### config.mk
export PLATFORM = sky130hd
export DESIGN_NAME = icaf_ctrl
export DESIGN_NICKNAME = d
export VERILOG_FILES = /design/src/design/icaf_pkg.sv /design/src/design/icaf_ctrl.sv
export SDC_FILE = /design/constraint.sdc
export NUM_CORES = 1
export LEC_CHECK = 0
export ABC_AREA = 0
export BUFFER_PORTS_ARGS = -buffer_cell sky130_fd_sc_hd__buf_2
export CORE_MARGIN = 4
export CORE_UTILIZATION = 28
export CTS_BUF_LIST = sky130_fd_sc_hd__clkbuf_8 sky130_fd_sc_hd__clkbuf_16
export CTS_CLUSTER_DIAMETER = 40
export DETAILED_ROUTE_END_ITERATION = 6
export MAX_ROUTING_LAYER = met4
export PLACE_DENSITY = 0.48
export SETUP_SLACK_MARGIN = 0.2
export SLEW_MARGIN = 40
export SYNTH_ARGS = -nofsm -noshare
export SYNTH_HDL_FRONTEND = slang
export SYNTH_SLANG_ARGS = --single-unit
### constraint.sdc
create_clock -name clk -period 1.79 [get_ports clk]
set_input_delay 0.2685 -clock clk [delete_from_list [all_inputs] [get_ports clk]]
set_output_delay 0.2685 -clock clk [all_outputs]
set_load 0.02 [all_outputs]
### src/design/icaf_pkg.sv
package icaf_pkg;

	localparam int CAL_SAMPLES  = 500;
	localparam int CORDIC_STEPS = 20;

	localparam int SUM_W  = 26;
	localparam int CNT_CAL_W = 10;
	localparam int DIV_STEPS = 1;
	// offset mean by reciprocal multiply: q = (n * DIV_RECIP) >> DIV_SH, exact for n < 2^SUM_W
	localparam int DIV_SH = SUM_W + $clog2(CAL_SAMPLES);
	localparam longint DIV_RECIP =
		((longint'(1) <<< DIV_SH) + longint'(CAL_SAMPLES) - 1) / longint'(CAL_SAMPLES);
	localparam int SEQ_MAX = (DIV_STEPS > CORDIC_STEPS) ? DIV_STEPS : CORDIC_STEPS;
	localparam int SEQ_W  = $clog2(SEQ_MAX);
	localparam int XW     = 34;
	localparam int ZW     = 26;
	localparam int IDX_W  = 5;

	localparam logic [15:0] TIME_STEP_RST    = 16'd655;
	localparam logic [15:0] GYRO_WEIGHT_RST  = 16'd32113;
	localparam logic [15:0] ACCEL_WEIGHT_RST = 16'd655;

	localparam logic [1:0] REG_TIME_STEP    = 2'd0;
	localparam logic [1:0] REG_GYRO_WEIGHT  = 2'd1;
	localparam logic [1:0] REG_ACCEL_WEIGHT = 2'd2;

	typedef struct packed {
		logic [15:0] time_step;
		logic [15:0] gyro_weight;
		logic [15:0] accel_weight;
	} cfg_t;

	typedef struct packed {
		logic             load;
		logic             cal_add;
		logic             div_init;
		logic             div_step;
		logic             div_done;
		logic             cor_init;
		logic             cor_step;
		logic [IDX_W-1:0] idx;
		logic             blend1;
		logic             blend2;
		logic             blend3;
		logic             out_load;
	} cmd_t;

	typedef struct packed {
		logic cal_hit;
		logic out_free;
	} sts_t;

	// atan(2^-i) in 1/65536 degree
	function automatic logic signed [ZW-1:0] atan_tab(input logic [IDX_W-1:0] i);
		logic signed [ZW-1:0] v;
		case (i)
			5'd0:  v = 26'sd2949120;
			5'd1:  v = 26'sd1740967;
			5'd2:  v = 26'sd919879;
			5'd3:  v = 26'sd466945;
			5'd4:  v = 26'sd234379;
			5'd5:  v = 26'sd117304;
			5'd6:  v = 26'sd58666;
			5'd7:  v = 26'sd29335;
			5'd8:  v = 26'sd14668;
			5'd9:  v = 26'sd7334;
			5'd10: v = 26'sd3667;
			5'd11: v = 26'sd1833;
			5'd12: v = 26'sd917;
			5'd13: v = 26'sd458;
			5'd14: v = 26'sd229;
			5'd15: v = 26'sd115;
			5'd16: v = 26'sd57;
			5'd17: v = 26'sd29;
			5'd18: v = 26'sd14;
			5'd19: v = 26'sd7;
			5'd20: v = 26'sd4;
			5'd21: v = 26'sd2;
			5'd22: v = 26'sd1;
			default: v = '0;
		endcase
		return v;
	endfunction

	function automatic logic signed [31:0] sat32(input logic signed [35:0] v);
		logic signed [31:0] r;
		if (v > 36'sh0_7FFF_FFFF)
			r = 32'sh7FFF_FFFF;
		else if (v < -36'sh0_8000_0000)
			r = 32'sh8000_0000;
		else
			r = v[31:0];
		return r;
	endfunction

endpackage

### src/design/icaf_ctrl.sv
module icaf_ctrl (
	input  logic               clk,
	input  logic               arst_n,
	input  logic               in_valid,
	input  logic               in_op,
	output logic               in_ready,
	input  icaf_pkg::sts_t     sts,
	output icaf_pkg::cmd_t     cmd
);

	localparam logic [3:0] ST_IDLE = 4'd0;
	localparam logic [3:0] ST_CAL  = 4'd1;
	localparam logic [3:0] ST_DIVI = 4'd2;
	localparam logic [3:0] ST_DIV  = 4'd3;
	localparam logic [3:0] ST_DFIN = 4'd4;
	localparam logic [3:0] ST_CINI = 4'd5;
	localparam logic [3:0] ST_COR  = 4'd6;
	localparam logic [3:0] ST_BL1  = 4'd7;
	localparam logic [3:0] ST_BL2  = 4'd8;
	localparam logic [3:0] ST_BL3  = 4'd9;
	localparam logic [3:0] ST_OUT  = 4'd10;

	localparam logic [icaf_pkg::SEQ_W-1:0] DIV_LAST =
		icaf_pkg::SEQ_W'(icaf_pkg::DIV_STEPS - 1);
	localparam logic [icaf_pkg::SEQ_W-1:0] COR_LAST =
		icaf_pkg::SEQ_W'(icaf_pkg::CORDIC_STEPS - 1);

	logic [3:0]                    state_q, state_d;
	logic [icaf_pkg::SEQ_W-1:0]    cnt_q, cnt_d;

	assign in_ready = (state_q == ST_IDLE);

	always_comb begin
		state_d = state_q;
		cnt_d   = cnt_q;
		cmd     = '0;
		cmd.idx = icaf_pkg::IDX_W'(cnt_q);
		case (state_q)
			ST_IDLE: begin
				if (in_valid) begin
					cmd.load = 1'b1;
					state_d  = in_op ? ST_CINI : ST_CAL;
				end
			end
			ST_CAL: begin
				cmd.cal_add = 1'b1;
				state_d     = sts.cal_hit ? ST_DIVI : ST_OUT;
			end
			ST_DIVI: begin
				cmd.div_init = 1'b1;
				cnt_d        = '0;
				state_d      = ST_DIV;
			end
			ST_DIV: begin
				cmd.div_step = 1'b1;
				cnt_d        = cnt_q + 1'b1;
				if (cnt_q == DIV_LAST)
					state_d = ST_DFIN;
			end
			ST_DFIN: begin
				cmd.div_done = 1'b1;
				state_d      = ST_OUT;
			end
			ST_CINI: begin
				cmd.cor_init = 1'b1;
				cnt_d        = '0;
				state_d      = ST_COR;
			end
			ST_COR: begin
				cmd.cor_step = 1'b1;
				cnt_d        = cnt_q + 1'b1;
				if (cnt_q == COR_LAST)
					state_d = ST_BL1;
			end
			ST_BL1: begin
				cmd.blend1 = 1'b1;
				state_d    = ST_BL2;
			end
			ST_BL2: begin
				cmd.blend2 = 1'b1;
				state_d    = ST_BL3;
			end
			ST_BL3: begin
				cmd.blend3 = 1'b1;
				state_d    = ST_OUT;
			end
			ST_OUT: begin
				if (sts.out_free) begin
					cmd.out_load = 1'b1;
					state_d      = ST_IDLE;
				end
			end
			default: state_d = ST_IDLE;
		endcase
	end

	always_ff @(posedge clk or negedge arst_n) begin
		if (!arst_n) begin
			state_q <= ST_IDLE;
			cnt_q   <= '0;
		end else begin
			state_q <= state_d;
			cnt_q   <= cnt_d;
		end
	end

	a_div_entry: assert property (@(posedge clk) disable iff (!arst_n)
		(state_q == ST_DIV && $past(state_q) != ST_DIV) |-> $past(state_q) == ST_DIVI)
		else $error("divider entered without init");
	a_div_cnt: assert property (@(posedge clk) disable iff (!arst_n)
		state_q == ST_DIV |-> cnt_q <= DIV_LAST)
		else $error("divider step count overrun");
	a_cor_cnt: assert property (@(posedge clk) disable iff (!arst_n)
		state_q == ST_COR |-> cnt_q <= COR_LAST)
		else $error("cordic step count overrun");

endmodule

# Word-level counts from Yosys, hierarchy flattened

Index checks and enable logic that the tools add are counted.

Register bits: 9
Output and inout bits: 17
Logic and storage cells: 46

$add $sub $neg: 1
Equality and inequality tests: 15
Muxes and demuxes: 21
Reduce and logical (&&, ||, !) cells: 7

Operator list:

| cell                | number |
|---|---|
| $pmux 4 s10         | 1 |
| $mux 4              | 5 |
| $eq 4x3->1 const B  | 4 |
| $mux 1              | 13 |
| $eq 4x4->1 const B  | 3 |
| $pmux 5 s2          | 1 |
| $eq 4x2->1 const B  | 2 |
| $ne 2x2->1 const B  | 4 |
| $reduce_or 2->1     | 3 |
| $add 5x1->5 const B | 1 |
| $eq 5x5->1 const B  | 1 |
| $logic_not 5->1     | 1 |
| $eq 4x1->1 const B  | 1 |
| $logic_not 4->1     | 1 |
| $reduce_and 4->1    | 1 |
| $mux 3              | 1 |
| $reduce_bool 2->1   | 1 |

# Depth between registers and ports, before layout

Gate-level depths: netlist of run 1.

Depth in word-level cells: 3
Gate-level depth with buffers: 6

# Worst setup path before layout of run 1

No wires, ideal clock.

Path kind: flip-flop to output port
From: register state_q[1]
To: output port cmd[15] (netlist bit)
Arrival: 1752 ps
Required time: 1521 ps
Setup slack: -230 ps
Stages on the path, launching flop included: 5
Path through: dfrtp_1 > buf_6 > buf_8 > nor4_1 > and2_1

RTL lines:

| item                   | RTL line         | RTL |
|---|---|---|
| start, declared        | icaf_ctrl.sv:28  | `logic [3:0] state_q, state_d;` |
| start signal, assigned | icaf_ctrl.sv:102 | `state_q <= state_d;` |
| end, declared          | icaf_ctrl.sv:8   | `output icaf_pkg::cmd_t cmd` |

# Final worst setup path of run 1

From: register cnt_q[0] (netlist bit)
To: register state_q[3]

Cells in the longest elaborated chain, start to end: 3
Elaborated cells between the ends (all ways): 5

Ends and longest elaborated chain:

| item                                                 | RTL line                         | RTL |
|---|---|---|
| start, declared                                      | icaf_ctrl.sv:29                  | `logic [icaf_pkg::SEQ_W-1:0] cnt_q, cnt_d;` |
| start signal, assigned                               | icaf_ctrl.sv:103                 | `cnt_q <= cnt_d;` |
| $eq 5x5->1 / $logic_not 5->1 (equally long branches) | icaf_ctrl.sv:72, icaf_ctrl.sv:57 |  |
| $ne 2x2->1 (no line)                                 | --                               |  |
| $reduce_and 4->1 (no line) (*)                       | --                               |  |

Every way passes the cells marked *; elsewhere a longest branch is shown, timed or not.
A chain may end at the register's enable or synchronous reset.

==> results.json, run 1 <==
{
  "status": "completed",
  "finalSetupViolCount": 0,
  "cts.htree.levels": 1,
  "synth_xor_area_share_pct": 2.026,
  "firstDrtPassIters": 4,
  "synth_warnings": 0,
  "start_util_pct": 30.31,
  "route.met3.wl_um": 104,
  "p_switching_uw": 1020,
  "drv_cap": 0,
  "antenna_cells": 0,
  "wl_per_cell_um": 14.53,
  "synth-async-reset-ratio_pct": 100.0,
  "synth_mux_area_share_pct": 1.158,
  "dp_hpwl_um": 1666,
  "dieWidth_um": 63.57,
  "coreArea_um2": 2853,
  "ys_types": 37,
  "synth_top_family_by_area": "simple AND/OR/NAND/NOR gates",
  "globalplace.congestion": 0.8418,
  "synth-seq-cells": 9,
  "regArea_um2": 232.7,
  "grt_pass1_wl_um": 4209,
  "p_leak_uw": 0.0005547,
  "end_kind": "flip-flop",
  "finalCritPeriodShare_pct": 95.93,
  "critPathMaxStageDelay_ns": 0.46,
  "clkTransAtPathRegs_ns": 0.05,
  "power_frac_seq_pct": 18.1,
  "final_core_util_pct": 41.05,
  "route.detailed.drc": 0,
  "syn-num-nets": 107,
  "portBuffers": 22,
  "cpMaxStageDelayCell": "or4b_4",
  "syn_area_um2": 864.6,
  "grt_pass1_vias": 896,
  "synth-simple-area-share_pct": 29.38,
  "clock_latency_ns": 0.23,
  "nNetsFinal": 147,
  "synth_edf_count": 0,
  "cp-start-kind": "flip-flop",
  "clockPowerShare_pct": 10.7,
  "antenna_found_initial": 0,
  "crit_chain": "inv_2 > ha_1 > or4b_4 > nand4_1 > nand3_2 > a221o_1",
  "top_layer_used": "met4",
  "wl_um": 2455,
  "tightest_slew_ns": 0.3176,
  "final-hold-violation-count": 0,
  "hp-class": "in2async",
  "drive_above_1_share_pct": 45.65,
  "power_density_nw_per_um2": 1884,
  "synthAdderAreaFrac_pct": 6.368,
  "swShare_pct": 46.22,
  "die_y_um": 63.57,
  "finalMaxSlewViolations": 0,
  "report.power.total_uw": 2206,
  "dieArea_um2": 4041,
  "rsz0062_at_grt": "true",
  "holdWs_ns": 0.4238,
  "path_max_fanout": 4,
  "cts-root-buf": "clkbuf_8",
  "cts_tree": "yes",
  "synthCells": 99,
  "cp_data_required_time_ns": 1.91,
  "crit_type": "reg2reg",
  "peakVddDrop_mv": 0.8353,
  "cts_inserted_buffers": 3,
  "combPwrFrac_pct": 71.2,
  "intPower_uw": 1186,
  "wl_met2_um": 1144,
  "wl_met1_um": 1164,
  "max_freq_mhz": 582.4,
  "final_antenna_net_count": 0,
  "vias_per_cell": 5.266,
  "multi_input_area_um2": 544.3,
  "grt_overflow_total": 0,
  "clk_path_buf_depth": 2,
  "skew_ns": 0.002544,
  "synthFlopType": "dfrtp_1",
  "grt_max_degree": 15,
  "pin_count": 23,
  "grt_util_all_layers_pct": 13.01,
  "crit_arrival_ns": 1.83,
  "fillers": 296,
  "vias": 890,
  "num_rows": 19,
  "drtIter0Drc": 31,
  "area_delta_synth_final_pct": 35.46,
  "max-slew-margin-rel_pct": 78.78,
  "clock-sinks": 9,
  "synth_compound_gate_area_share_pct": 19.54,
  "avgSynthCellArea_um2": 8.733,
  "fin_crit_ns": 1.717,
  "fin_tns_setup_ns": 0,
  "yosysSeqAreaShare_pct": 26.05
}
-- synthesized netlist by cell type (3+ instances only) --
| cell | count | area share [%] |
|---|---|---|
| nor2_1 | 13 | 5.6 |
| nor3_1 | 10 | 5.8 |
| nand2b_1 | 4 | 2.9 |
| inv_1 | 3 | 1.3 |
| nand4_1 | 3 | 2.2 |
| maj3_1 | 3 | 3.5 |
| buf_6 | 6 | 7.8 |
| dfrtp_1 | 9 | 26 |
| a21oi_1 | 5 | 2.9 |
| nand2_1 | 5 | 2.2 |
-- layout make-up --
| class | instances | area share, % |
|---|---|---|
| clock inverter | 1 | 0.3205 |
| timing repair buffer | 44 | 25.53 |
| inverter | 3 | 0.9615 |
| clock buffer | 3 | 3.526 |
| tap | 31 | 3.312 |
| sequential | 9 | 19.87 |
| multi-input combinational | 78 | 46.47 |
-- registers in the layout, summed over array words and instances, names as in the netlist --
name     flops
cnt_q        5
state_q      4
-- worst max-delay path, delay by kind of cell, from the launching register on --
family	cells	cell delay, ns
flops	1	0.40
compound gates	1	0.32
simple gates	3	0.70
buf+inv	1	0.06
fa+ha+maj	1	0.13
-- cells by family after synthesis --
kind of cell	count (synthesis)
AO/OA/AOI/OAI	23
XOR/XNOR	2
adder cells (fa/ha/maj)	5
buffers and inverters	12
flip-flops	9
multiplexers	1
AND/OR/NAND/NOR	47
-- power by group through the flow --
stage / sequential, uW / clock, uW / combinational, uW
after floorplan: 377 / 0 / 1150
after global placement: 423 / 0 / 1310
after global routing: 409 / 243 / 1730
final: 399 / 235 / 1570
after CTS: 392 / 239 / 1510
after detailed placement: 419 / 0 / 1320
-- layout by cell type, fill, tap and decap left out, types with 3 or more instances in the layout --
cell and count:
a21oi_1 5, buf_2 20, buf_4 21, clkbuf_8 3, dfrtp_1 3, dfrtp_2 6, inv_1 3, maj3_1 3
nand2_1 5, nand2b_1 3, nand4_1 3, nor2_1 13, nor3_1 8
-- final timing paths --
kind	start	cells after the start	slack, ns	end
setup / recovery	cnt_q[0]	6	0.07	state_q[3]
hold / removal	arst_n	2	0.42	cnt_q[4]
setup reg to reg	cnt_q[0]	6	0.07	state_q[3]
hold reg to reg	cnt_q[1]	2	0.64	cnt_q[1]
max in group asynchronous	arst_n	2	1.16	cnt_q[0]
min in group clk	sts[1]	3	0.50	state_q[3]
-- per-layer routing --
| metal | global-route usage, % | up-vias |
|---|---|---|
| li1 | - | 438 |
| met1 | 16.36 | 419 |
| met2 | 20.21 | 29 |
| met3 | 1.776 | 4 |
| met4 | 6.739 | 0 |
| met5 | - | - |
-- repair_timing --
action                                  4_1_cts  5_1_grt
hold endpoints to repair                      9        0
setup buffers                                 8        1
endpoints found under the setup margin       10       11
pin swaps                                     0        3
resized for setup                             5        7
hold buffers                                  1        0
-- metrics by stage --
stage | cell area, um2 | worst slack, ns | instances
global route | 1171 | 0.01058 | 169
global placement | 1012 | 0.1235 | 155
floorplan | 883.3 | 0.08074 | 99
finish | 1171 | 0.07283 | 169
CTS | 1137 | 0.08326 | 168
detailed placement | 1012 | 0.07787 | 155
Power figures use the tool's default switching activity.
==> run 2: changes to the inputs <==
CELL_PAD_IN_SITES_DETAIL_PLACEMENT = 0   (was default)
CELL_PAD_IN_SITES_GLOBAL_PLACEMENT = 1   (was default)
CORE_ASPECT_RATIO = 0.6   (was default)
PLACE_DENSITY = 0.61   (was 0.48)
==> results.json, run 2 (same netlist as run 1, synthesis figures left out) <==
{
  "cp_data_required_time_ns": 1.91,
  "path_max_fanout": 4,
  "top_layer_used": "met4",
  "peakVddDrop_mv": 0.7150,
  "postPlaceCellArea_um2": 998.5,
  "clk_path_buf_depth": 2,
  "final_area_um2": 1141,
  "portBuffers": 22,
  "start_util_pct": 29.72,
  "most-common-layout-cells": "buf_2, buf_4, nor2_1",
  "nNetsFinal": 143,
  "drv_cap": 0,
  "regArea_um2": 232.7,
  "route.met3.wl_um": 103,
  "num_rows": 15,
  "grt_util_all_layers_pct": 12.99,
  "cp-start-kind": "flip-flop",
  "wl_um": 2445,
  "fillers": 307,
  "drtIter0Drc": 26,
  "clkTransAtPathRegs_ns": 0.05,
  "antenna_cells": 0,
  "crit_type": "reg2reg",
  "grt_overflow_total": 0,
  "area_delta_synth_final_pct": 31.98,
  "dieArea_um2": 4070,
  "fin_ws_ns": 0.1076,
  "final_cells": 176,
  "final_core_util_pct": 39.23,
  "largest_register": "cnt_q",
  "grt_pass1_wl_um": 3981,
  "status": "completed",
  "p_leak_uw": 0.0005313,
  "drive_above_1_share_pct": 44.78,
  "wl_per_cell_um": 13.89,
  "hp-class": "in2async",
  "wl_met2_um": 1081,
  "multi_input_area_um2": 544.3,
  "pre_cts_ws_ns": 0.1066,
  "final_antenna_net_count": 0,
  "largest_reg_flops": 5,
  "cts_tree": "yes",
  "dieWidth_um": 79.74,
  "coreArea_um2": 2909,
  "critPathMaxStageDelay_ns": 0.42,
  "crit_arrival_ns": 1.80,
  "vias_per_cell": 4.920,
  "die_y_um": 51.04,
  "wl_met1_um": 1221,
  "firstDrtPassIters": 4,
  "grt_max_degree": 18,
  "finalMaxSlewViolations": 0,
  "cts_inserted_buffers": 3,
  "power_density_nw_per_um2": 1864,
  "skew_ns": 0.007550,
  "max-slew-margin-rel_pct": 74.66,
  "clock_latency_ns": 0.24,
  "fin_tns_setup_ns": 0,
  "antenna_found_initial": 0,
  "final-hold-violation-count": 0,
  "layout_commonest_cell": "buf_2",
  "cts.htree.levels": 1,
  "max_freq_mhz": 594.4,
  "cpMaxStageDelayCell": "or4b_1",
  "cts-root-buf": "clkbuf_8",
  "finalSetupViolCount": 0,
  "end_kind": "flip-flop",
  "fin_crit_ns": 1.682,
  "grt_pass1_vias": 845,
  "largest_registers": "cnt_q x5, state_q x4",
  "globalplace.congestion": 0.7949,
  "finalCritPeriodShare_pct": 93.99,
  "path_delay_family": "simple AND/OR/NAND/NOR gates",
  "dp_hpwl_um": 1715,
  "worst-path-buf-inv": 1,
  "pin_count": 23,
  "numPlacedInstances": 164,
  "rsz0062_at_grt": "true",
  "route.detailed.drc": 0,
  "crit_chain": "inv_2 > ha_1 > or4b_1 > nand4_1 > nand3_2 > a221o_1",
  "vias": 866,
  "tightest_slew_ns": 0.3793,
  "clock-sinks": 9
}
## run 2: stage by stage
stage / power (uW) / hold WS [ns]
floorplan: 1524 / -0.02709
global route: 2286 / 0.4605
finish: 2127 / 0.4310
CTS: 2023 / 0.4283
global placement: 1694 / 0.1418
detailed placement: 1694 / 0.1468
## run 2: per-layer routing
layer / global-route usage, % / vias up
met1: 17.77 / 413
met2: 19.25 / 17
met4: 3.090 / 0
li1: - / 432
met5: - / -
met3: 3.345 / 4
## run 2: repair_timing
item | in CTS | in global routing
pin swaps | 0 | 1
hold buffers | 1 | 0
setup endpoints to repair | 13 | 16
hold endpoints to repair | 9 | 0
setup buffers | 4 | 3
resized for setup | 5 | 6
## run 2: layout make-up
type | instances | share of cell area, %
multi-input cells | 78 | 47.70
repair buffers | 40 | 22.37
flip-flops and latches | 9 | 20.39
well taps | 42 | 4.605
clock buffers | 3 | 3.618
inverters | 3 | 0.9868
clock inverters | 1 | 0.3289
## run 2: path summary, 6_finish.rpt
path                          start  cells after the start    endpoint  slack (ns)
max                        cnt_q[0]                      6  state_q[3]        0.11
min                          arst_n                      2    cnt_q[4]        0.43
max reg2reg                cnt_q[0]                      6  state_q[3]        0.11
min reg2reg                cnt_q[1]                      2    cnt_q[1]        0.65
max in group asynchronous    arst_n                      2  state_q[1]        1.13
min in group clk             sts[1]                      3  state_q[3]        0.50
## run 2: where the power goes
group | total (uW) | internal (uW) | switching [uW]
Sequential | 399 | 285 | 114
Combinational | 1490 | 681 | 810
Clock | 237 | 150 | 86.8
==> run 3: changes to the inputs <==
CTS_BUF_LIST = default   (was sky130_fd_sc_hd__clkbuf_8 sky130_fd_sc_hd__clkbuf_16)
PLACE_DENSITY = 0.59   (was 0.61)
clock period = 1.7 ns   (was 1.79 ns; I/O delays follow)
==> results.json, run 3 (same netlist as run 1, synthesis figures left out) <==
{
  "status": "complete, but fails checks",
  "violations": "setup timing",
  "route.detailed.drc": 0,
  "crit_start": "cnt_q[1]",
  "final-hold-violation-count": 0,
  "most-common-layout-cells": "buf_4, buf_6, buf_2",
  "cp_data_required_time_ns": 1.86,
  "drtIter0Drc": 47,
  "fin_crit_ns": 1.744,
  "p_leak_uw": 0.0006419,
  "largest_reg_flops": 5,
  "layout_commonest_cell": "buf_4",
  "max_freq_mhz": 573.4,
  "final_core_util_pct": 50.02,
  "cts_inserted_buffers": 3,
  "grt_pass1_vias": 917,
  "dp_hpwl_um": 1734,
  "wl_per_cell_um": 14.51,
  "cts-root-buf": "clkbuf_8",
  "path_max_fanout": 3,
  "wl_um": 2771,
  "drive_above_1_share_pct": 61.07,
  "grt_util_all_layers_pct": 13.33,
  "finalCritPeriodShare_pct": 102.6,
  "end_kind": "flip-flop",
  "die_y_um": 51.04,
  "antenna_found_initial": 0,
  "dieArea_um2": 4070,
  "globalplace.congestion": 0.7368,
  "clkTransAtPathRegs_ns": 0.05,
  "r2r.worst_path.cells": 8,
  "firstDrtPassIters": 4,
  "clock-sinks": 9,
  "coreArea_um2": 2909,
  "fin_tns_setup_ns": -0.09432,
  "dieWidth_um": 79.74,
  "cp-start-kind": "flip-flop",
  "largest_register": "cnt_q",
  "grt_overflow_total": 0,
  "nNetsFinal": 158,
  "fin_ws_ns": -0.04389,
  "power_density_nw_per_um2": 1972,
  "largest_registers": "cnt_q x5, state_q x4",
  "peakVddDrop_mv": 0.8095,
  "cts_tree": "yes",
  "drv_cap": 0,
  "portBuffers": 22,
  "hp-class": "in2async",
  "max-slew-margin-rel_pct": 84.25,
  "rsz0062_at_grt": "true",
  "start_util_pct": 29.72,
  "final_antenna_net_count": 0,
  "holdWs_ns": 0.3973,
  "cts.htree.levels": 1,
  "tightest_slew_ns": 0.2345,
  "skew_ns": 0.002724,
  "finalMaxSlewViolations": 0,
  "crit_arrival_ns": 1.90,
  "pin_count": 23,
  "clk_path_buf_depth": 2,
  "r2r_start": "cnt_q[1]",
  "crit_type": "reg2reg",
  "grt_max_degree": 15,
  "grt_pass1_wl_um": 4195,
  "vias": 943,
  "num_rows": 15,
  "vias_per_cell": 4.937,
  "antenna_cells": 0,
  "finalSetupViolCount": 3,
  "clock_latency_ns": 0.24,
  "area_delta_synth_final_pct": 68.31
}
[run 3: changes by cell type in the layout (fill, tap and decap cells not counted), sizes merged]
cell / previous run / this run
inv: 4 / 3
clkbuf: 3 / 4
buf: 39 / 54
[run 3: routing by layer]
metal  routed length, um  track usage, %  share of wire [%]  vias up
met1                1302           18.47                 47      452
met2                1312           19.25                 47       23
met3                 121           3.169                4.4        6
li1                    -               -                  -      462
met5                   0               -                  0        -
met4                  35           3.933                1.3        0
[run 3: final timing paths]
| kind | to | slack, ns |
|---|---|---|
| worst min register to register | cnt_q[0] | 0.68 |
| worst min-delay path | cnt_q[3] | 0.40 |
| max in group asynchronous | state_q[1] | 1.10 |
| worst max-delay path | state_q[2] | -0.04 |
| worst max register to register | state_q[2] | -0.04 |
| min in group clk | state_q[3] | 0.48 |
[run 3: timing repair]
action / CTS / global route
hold buffers: 1 / 0
buffers inserted: 4 / 10
endpoints found under the hold margin: 9 / 0
pin swaps: 2 / 9
setup endpoints to repair: 20 / 19
gates resized for setup: 28 / 35
[run 3: final cells by class]
type | instances | area, um2
well taps | 42 | 52.55
fillers | 257 | 1454
inverters | 3 | 11.26
flip-flops and latches | 9 | 232.7
clock buffers | 4 | 45.04
repair buffers | 55 | 457.9
multi-input cells | 78 | 655.6
[run 3: critical path, stage by stage, from the launching register on]
cell     delay (ns)
dfrtp_2        0.40
inv_2          0.07
ha_4           0.12
or4b_4         0.44
nand4_1        0.12
nand3_2        0.11
buf_4          0.16
buf_4          0.12
o21ai_2        0.13
[run 3: power by group]
group          switching, uW  internal, uW
logic                   1110          1120
clock network           87.2           164
registers               80.6           300
[run 3: through the flow]
| step | setup slack, ns | cell area [um2] | total power, uW | instances |
|---|---|---|---|---|
| 2_1_floorplan | -0.008757 | 888.4 | 1612 | 99 |
| 3_3_place_gp | 0.05403 | 1064 | 1897 | 172 |
| 5_1_grt | -0.1161 | 1455 | 3093 | 191 |
| 3_5_place_dp | 0.009868 | 1064 | 1895 | 172 |
| 6_report | -0.04389 | 1455 | 2870 | 191 |
| 4_1_cts | -0.007569 | 1240 | 2402 | 181 |
